**src/mtr_divider.sv**
```systemverilog
// Iterative 32-bit unsigned remainder, one quotient bit per cycle.
// Standalone, no package dependencies.
`default_nettype none
module mtr_divider (
    input  wire logic        aclk,
    input  wire logic        aresetn,
    input  wire logic        start,
    input  wire logic [31:0] dividend,
    input  wire logic [31:0] divisor,
    output logic             done,
    output logic [31:0]      remainder
);
    logic [31:0] rem_reg, rem_next;
    logic [31:0] quo_reg, quo_next;
    logic [31:0] dvs_reg;
    logic [5:0]  cnt_reg;
    logic        busy_reg;
    logic [32:0] trial;

    always_comb begin
        trial = {rem_reg, quo_reg[31]} - {1'b0, dvs_reg};
        if (!trial[32]) begin
            rem_next = trial[31:0];
        end else begin
            rem_next = {rem_reg[30:0], quo_reg[31]};
        end
        quo_next = {quo_reg[30:0], 1'b0};
    end

    always_ff @(posedge aclk) begin
        if (!aresetn) begin
            busy_reg <= 1'b0;
            cnt_reg  <= '0;
            done     <= 1'b0;
        end else begin
            done <= 1'b0;
            if (start) begin
                busy_reg <= 1'b1;
                cnt_reg  <= 6'd32;
            end else if (busy_reg) begin
                cnt_reg <= cnt_reg - 6'd1;
                if (cnt_reg == 6'd1) begin
                    busy_reg <= 1'b0;
                    done     <= 1'b1;
                end
            end
        end
        if (start) begin
            rem_reg <= '0;
            quo_reg <= dividend;
            dvs_reg <= divisor;
        end else if (busy_reg) begin
            rem_reg <= rem_next;
            quo_reg <= quo_next;
        end
    end
    assign remainder = rem_reg;
endmodule
`default_nettype wire

```
**config.mk**
```make
export PLATFORM = sky130hd
export DESIGN_NAME = mtr_divider
export DESIGN_NICKNAME = d
export VERILOG_FILES = /design/src/mtr_divider.sv
export SDC_FILE = /design/constraint.sdc
export NUM_CORES = 1
export LEC_CHECK = 0
export ABC_AREA = 1
export BUFFER_PORTS_ARGS = -buffer_cell sky130_fd_sc_hd__buf_2
export CORE_ASPECT_RATIO = 0.6
export CORE_MARGIN = 5
export CORE_UTILIZATION = 63
export DETAILED_ROUTE_END_ITERATION = 7
export HOLD_SLACK_MARGIN = 0.03
export PLACE_DENSITY = 0.95
export SLEW_MARGIN = 15
export SYNTH_ARGS = -nofsm -noshare
export SYNTH_HDL_FRONTEND = slang
export SYNTH_SLANG_ARGS = --single-unit
```
**constraint.sdc**
```tcl
create_clock -name aclk -period 4.1 [get_ports aclk]
set_input_delay 0.205 -clock aclk [delete_from_list [all_inputs] [get_ports aclk]]
set_output_delay 0.205 -clock aclk [all_outputs]
set_load 0.05 [all_outputs]
```
**Word-level counts from Yosys, hierarchy flattened**

Cells that the tools add are included.

- Bits in registers: 104
- Input bits: 67
- Output and inout port bits: 33
- Logic and storage cells: 24

- $add $sub $neg: 2
- Eq/ne operators: 1
- Muxes and demuxes: 9
- Bitwise operators: 2
- Reduce and logical (&&, ||, !) cells: 3

Operators with widths:

| operator | count |
|---|---|
| $mux 32 | 3 |
| $sub 33x32->33 | 1 |
| $mux 6 | 2 |
| $eq 6x1->1 const B | 1 |
| $sub 6x1->6 const B | 1 |
| $mux 1 | 4 |
| $reduce_or 3->1 | 1 |
| $not 1->1 | 2 |
| $reduce_bool 2->1 | 1 |
| $reduce_or 2->1 | 1 |

**Longest topological paths before layout**

- Depth in word-level cells: 4
- Depth in mapped cells: 19
- Mapped depth without buffers: 17

**Worst setup path after synthesis**

No wires, ideal clock.

- Path kind: register -> register
- Start: reg rem_reg[0], in the netlist remainder[0]
- End: reg rem_reg[10], in the netlist remainder[10]
- Setup time: 114 ps
- Data arrival time: 2,381 ps
- Data required time: 3,986 ps
- Slack: 1,605 ps
- Cell stages (with the launch flop): 19
- Path buffers: 2
- Clock period less this slack: 2,495 ps
- Path through: dfxtp_1 > inv_1 > fa_1 > inv_1 > nand2_1 > nand2_1 > nand3_1 > nand2_2 > nand2_2 > nand2_4 > nand2_4 > nand2_2 > nand2_4 > nand2_4 > buf_8 > buf_12 > nand2_2 > nand3_2 > nand2_1

- Cells in the longest elaborated chain, start to end: 2

RTL lines:

| element | line | RTL |
|---|---|---|
| from (decl) | 13 | `logic [31:0] rem_reg, rem_next;` |
| from (signal assigned) | 53 | `rem_reg <= rem_next;` |
| $sub 33x32->33 | 21 | `trial = {rem_reg, quo_reg[31]} - {1'b0, dvs_reg};` |
| $mux 32 | 22 | `if (!trial[32]) begin` |

Every way passes these cells.
A chain may end at the register's enable or synchronous reset.

**Worst setup path in the final report**

- Start: reg quo_reg[31]
- End: reg rem_reg[9], in the netlist remainder[9]

- Cells in the longest elaborated chain, start to end: 2

RTL lines:

| element | line | RTL |
|---|---|---|
| from (decl) | 14 | `logic [31:0] quo_reg, quo_next;` |
| from (signal assigned) | 50 | `quo_reg <= dividend;` |
| from (signal assigned) | 54 | `quo_reg <= quo_next;` |
| $sub 33x32->33 | 21 |  |
| $mux 32 | 22 |  |

Every way passes these cells.

==> flow_results.org <==
** Clock network
- Once the clock tree was built, the setup fixing pass inserted 0 buffers.
- In this run, post-CTS repair resized a total of 0 instances.
- At the later pin of the worst-skew pair, clock insertion delay measures 0.36 ns.
- Max Buffers Root-to-Sink :: 2
- Clock tree synthesis inserted a total of 9 buffers.
- The H-tree was split into 3 levels.
- TritonCTS built the clock tree.
- Number of clock sinks :: 104
- Register clock-pin slew on the reported worst setup and hold paths :: 0.08 ns
- The tree is rooted in a sky130_fd_sc_hd__clkbuf_16.

** Global route
- Overflow left after global routing :: 0
- Vias in the first global route :: 6335
- Wire length of the first global-routing pass :: 30500 um
- Overall routing resource usage :: 28.0%
- Entering global routing, the biggest net connects 68 pins.
- The initial antenna violation count is 0.

** Setup path
- Worst setup SP type :: flip-flop
- Among cell families on the critical path, the largest total delay comes from simple AND/OR/NAND/NOR gates.
- Combined buffer and inverter count along the critical path :: 2
- Kind of critical path :: reg -> reg
- By instance count, the cell type seen most on the critical path is sky130_fd_sc_hd__nand2_1.
- Capturing element type of the critical path :: flip-flop
- Data on the critical path is required at its endpoint by 4.35 ns.
- Critical path peak fanout :: 32
- Crit-path cells :: inv_1 -> ha_1 -> fa_1 -> inv_1 -> nand2_1 -> nand2_1 -> nand3_1 -> nand2_2 -> nand2_2 -> nand2_4 -> nand2_4 -> nand2_2 -> nand2_1 -> nand2_2 -> nand2_1 -> nand3_2 -> nand2_1
- The largest single stage delay on the critical path is 0.56 ns.
- Worst endpoint data arrival time :: 3.07 ns
- On the critical path, the stage with the largest delay is an instance of sky130_fd_sc_hd__nand2_2.

** Floorplan
- Die Wd :: 147 um
- In this run the standard cell core region covers 10700 sq um.
- Initial standard-cell utilization of the core :: 65.7%
- The floorplan step defined a die boundary enclosing 13500 sq um.
- Die Height :: 92.0 um
- For this design the top-level I/O count stands at 100.
- Row generation in the floorplan step produced 29 rows.

** Timing
- Headroom to the max-slew limit came out at 36.1%.
- Worst setup margin :: 1.29 ns
- Static timing analysis puts the maximum clock frequency at 356 MHz.
- The routed design could run at a clock period as short as 2.81 ns.
- Fin. max-slew vios :: 0
- Setup skew after layout :: 0.0130 ns
- The final critical path takes up 68.6% of the cycle.
- Final Setup Violations :: 0
- Setup TNS after final layout :: 0 ns
- Slew at the pin closest to its max-slew limit :: 0.957 ns
- Total count of hold-check failures in the final report :: 0
- Setup repair after global routing missed its margin :: false

** Synth
- The synthesized design contains 64 enable-type register cells.
- Fraction of synthesis flops using an asynchronous set or reset pin :: 0%
- The mapped netlist covers 7060 sq um.
- Most area-hungry cell type in the Yosys netlist :: sky130_fd_sc_hd__edfxtp_1
- In this run, distinct cell masters in the synthesized netlist total 37.
- Summing the sequential cell areas from Yosys gives 38.6% of the chip area.
- Among all flip-flop cells after synthesis, the most frequent one is sky130_fd_sc_hd__edfxtp_1.
- Synthesis produced a netlist whose cell count is 1044.
- Post-synthesis register bit count :: 104
- Counting every net in the synthesized netlist gives 1146.
- The average instance in the mapped netlist occupies 6.76 sq um.
- Leading post-synthesis cells by cell area :: sky130_fd_sc_hd__edfxtp_1 (27%), sky130_fd_sc_hd__nand2_1 (25%), sky130_fd_sc_hd__dfxtp_1 (11%)
- Summed over its instances, the top area cell type makes up 27.2% of the synthesized netlist area.
- For this run, the number of Yosys warnings is 0.

** Final layout
- The library cell used most frequently in the layout, excluding fill and tap cells, is sky130_fd_sc_hd__nand2_1.
- Leaving out fill and tap cells, the most frequent cells in the layout are sky130_fd_sc_hd__nand2_1 (466), sky130_fd_sc_hd__inv_1 (208), sky130_fd_sc_hd__buf_2 (99).
- At the end of the flow, the number of nets in the layout was 1272.
- In the final layout, the share of cells above drive strength 1 is 14.8%.
- After filler insertion, the fill cell instance count of the layout stands at 801.
- Final antenna diode count :: 0
- From synthesis to final layout, the design area changed by 17.0%.

** Power and ir drop
- VDD sags by at most 298 uV.
- Cell Int Power :: 1.74 mW
- Leak pwr :: 4.66 nW
- Registers are responsible for 49.8% of the overall power.
- Logic gate share of total power :: 13.6%
- Net switching is 28.1% of the power.
- The clock network is responsible for 36.6% of the overall power.
- Switching power summed over all nets :: 0.681 mW
- For this design the ratio of total power to cell area is 294 nW/um^2.

** Route
- DRC viols :: 0
- Dividing the detail-routed via count by the number of cells gives 5.16.
- Antenna Nets Post-Route :: 0
- After the first detailed-routing iteration, the DRC count stood at 649.
- In the final routed layout, each cell accounts on average for 14.5 um.
- Drt pass-1 iters :: 7
- Detailed routing inserted a total of 6786 vias.
- Final wirelength :: 19100 um

** Status
- The flow ran to the end, and the final reports show no timing, DRC or antenna violations.

** Placed design
- The count of buffers added on input and output ports is 99.
- Setup slack after placement :: 1.35 ns
- The HPWL after detailed placement is 13700 um.
- Routability-driven placement finished with a final weighted congestion of 0.989.

** Job
- Max-cap violations in this run came to 0.

** Worst hold path
- The min-delay analysis places its worst path in the category in -> reg.
routing by layer:
metal / GRT usage (%) / up-vias / routed length [um]
li1: - / 3386 / -
met1: 40.0 / 3042 / 8660
met2: 43.7 / 321 / 8360
met3: 6.11 / 37 / 1760
met4: 6.73 / 0 / 296
met5: 0 / - / 0
power groups by stage:
stage               Clock (mW)  Combinational (mW)  Sequential [mW]
floorplan                    0               0.196             1.23
global placement             0               0.285             1.23
detailed placement           0               0.296             1.23
CTS                      0.894               0.320             1.21
global route             0.945               0.366             1.21
finish                   0.888               0.329             1.21
synth_stat cells, types with 4 or more instances:
cell type and n:
sky130_fd_sc_hd__nand4_1 6, sky130_fd_sc_hd__nand2_4 4, sky130_fd_sc_hd__nand3_2 11, sky130_fd_sc_hd__inv_2 9
sky130_fd_sc_hd__nor3_1 7, sky130_fd_sc_hd__nor2_1 50, sky130_fd_sc_hd__nand2_1 466, sky130_fd_sc_hd__dfxtp_1 40
sky130_fd_sc_hd__xnor2_1 13, sky130_fd_sc_hd__edfxtp_1 64, sky130_fd_sc_hd__ha_1 34, sky130_fd_sc_hd__clkbuf_1 11
sky130_fd_sc_hd__a21oi_2 4, sky130_fd_sc_hd__and2_1 4, sky130_fd_sc_hd__nand2_2 19, sky130_fd_sc_hd__nand3_1 46
sky130_fd_sc_hd__a21oi_1 14, sky130_fd_sc_hd__inv_1 208
final timing paths:
check                                 start                   endpoint  slack, ns  depth (start not counted)
setup / recovery      quo_reg[31]$_DFFE_PP_  remainder[9]$_SDFFE_PP0P_       1.29                         17
hold / removal                  divisor[15]      dvs_reg[15]$_DFFE_PP_       0.04                          1
setup reg to reg      quo_reg[31]$_DFFE_PP_  remainder[9]$_SDFFE_PP0P_       1.29                         17
hold reg to reg   remainder[6]$_SDFFE_PP0P_  remainder[6]$_SDFFE_PP0P_       0.49                          2
timing repair:
| action | CTS | global route |
|---|---|---|
| hold endpoints to repair | 27 | 4 |
| hold buffers | 27 | 4 |
| endpoints found under the setup margin | 0 | 0 |
cell type report:
class	count	area [sq um]	area share, %
clock inverters	7	86.3	1.05
clock buffers	9	225	2.73
repair buffers	134	836	10.1
well taps	139	174	2.11
multi-input cells	704	3400	41.2
flip-flops and latches	104	2720	33.0
inverters	217	815	9.87
cells by family after synthesis:
kind of cell	share of synthesized area, %
xor+xnor	1.99
flops	38.6
fa+ha+maj	6.31
simple gates	37.6
compound gates	2.20
buf+inv	13.3
through the flow:
step                      instances  hold WS (ns)  util [%]  power (mW)  area, sq um
after floorplan                1044         0.304         -        1.42         7060
after global placement         1267         0.381      71.1        1.51         7630
after detailed placement       1267         0.383      71.1        1.53         7630
after CTS                      1310        0.0303      76.5        2.42         8220
after global routing           1314        0.0310      76.9        2.52         8260
final                          1314        0.0370      76.9        2.42         8260
Power figures use the tool's default switching activity.
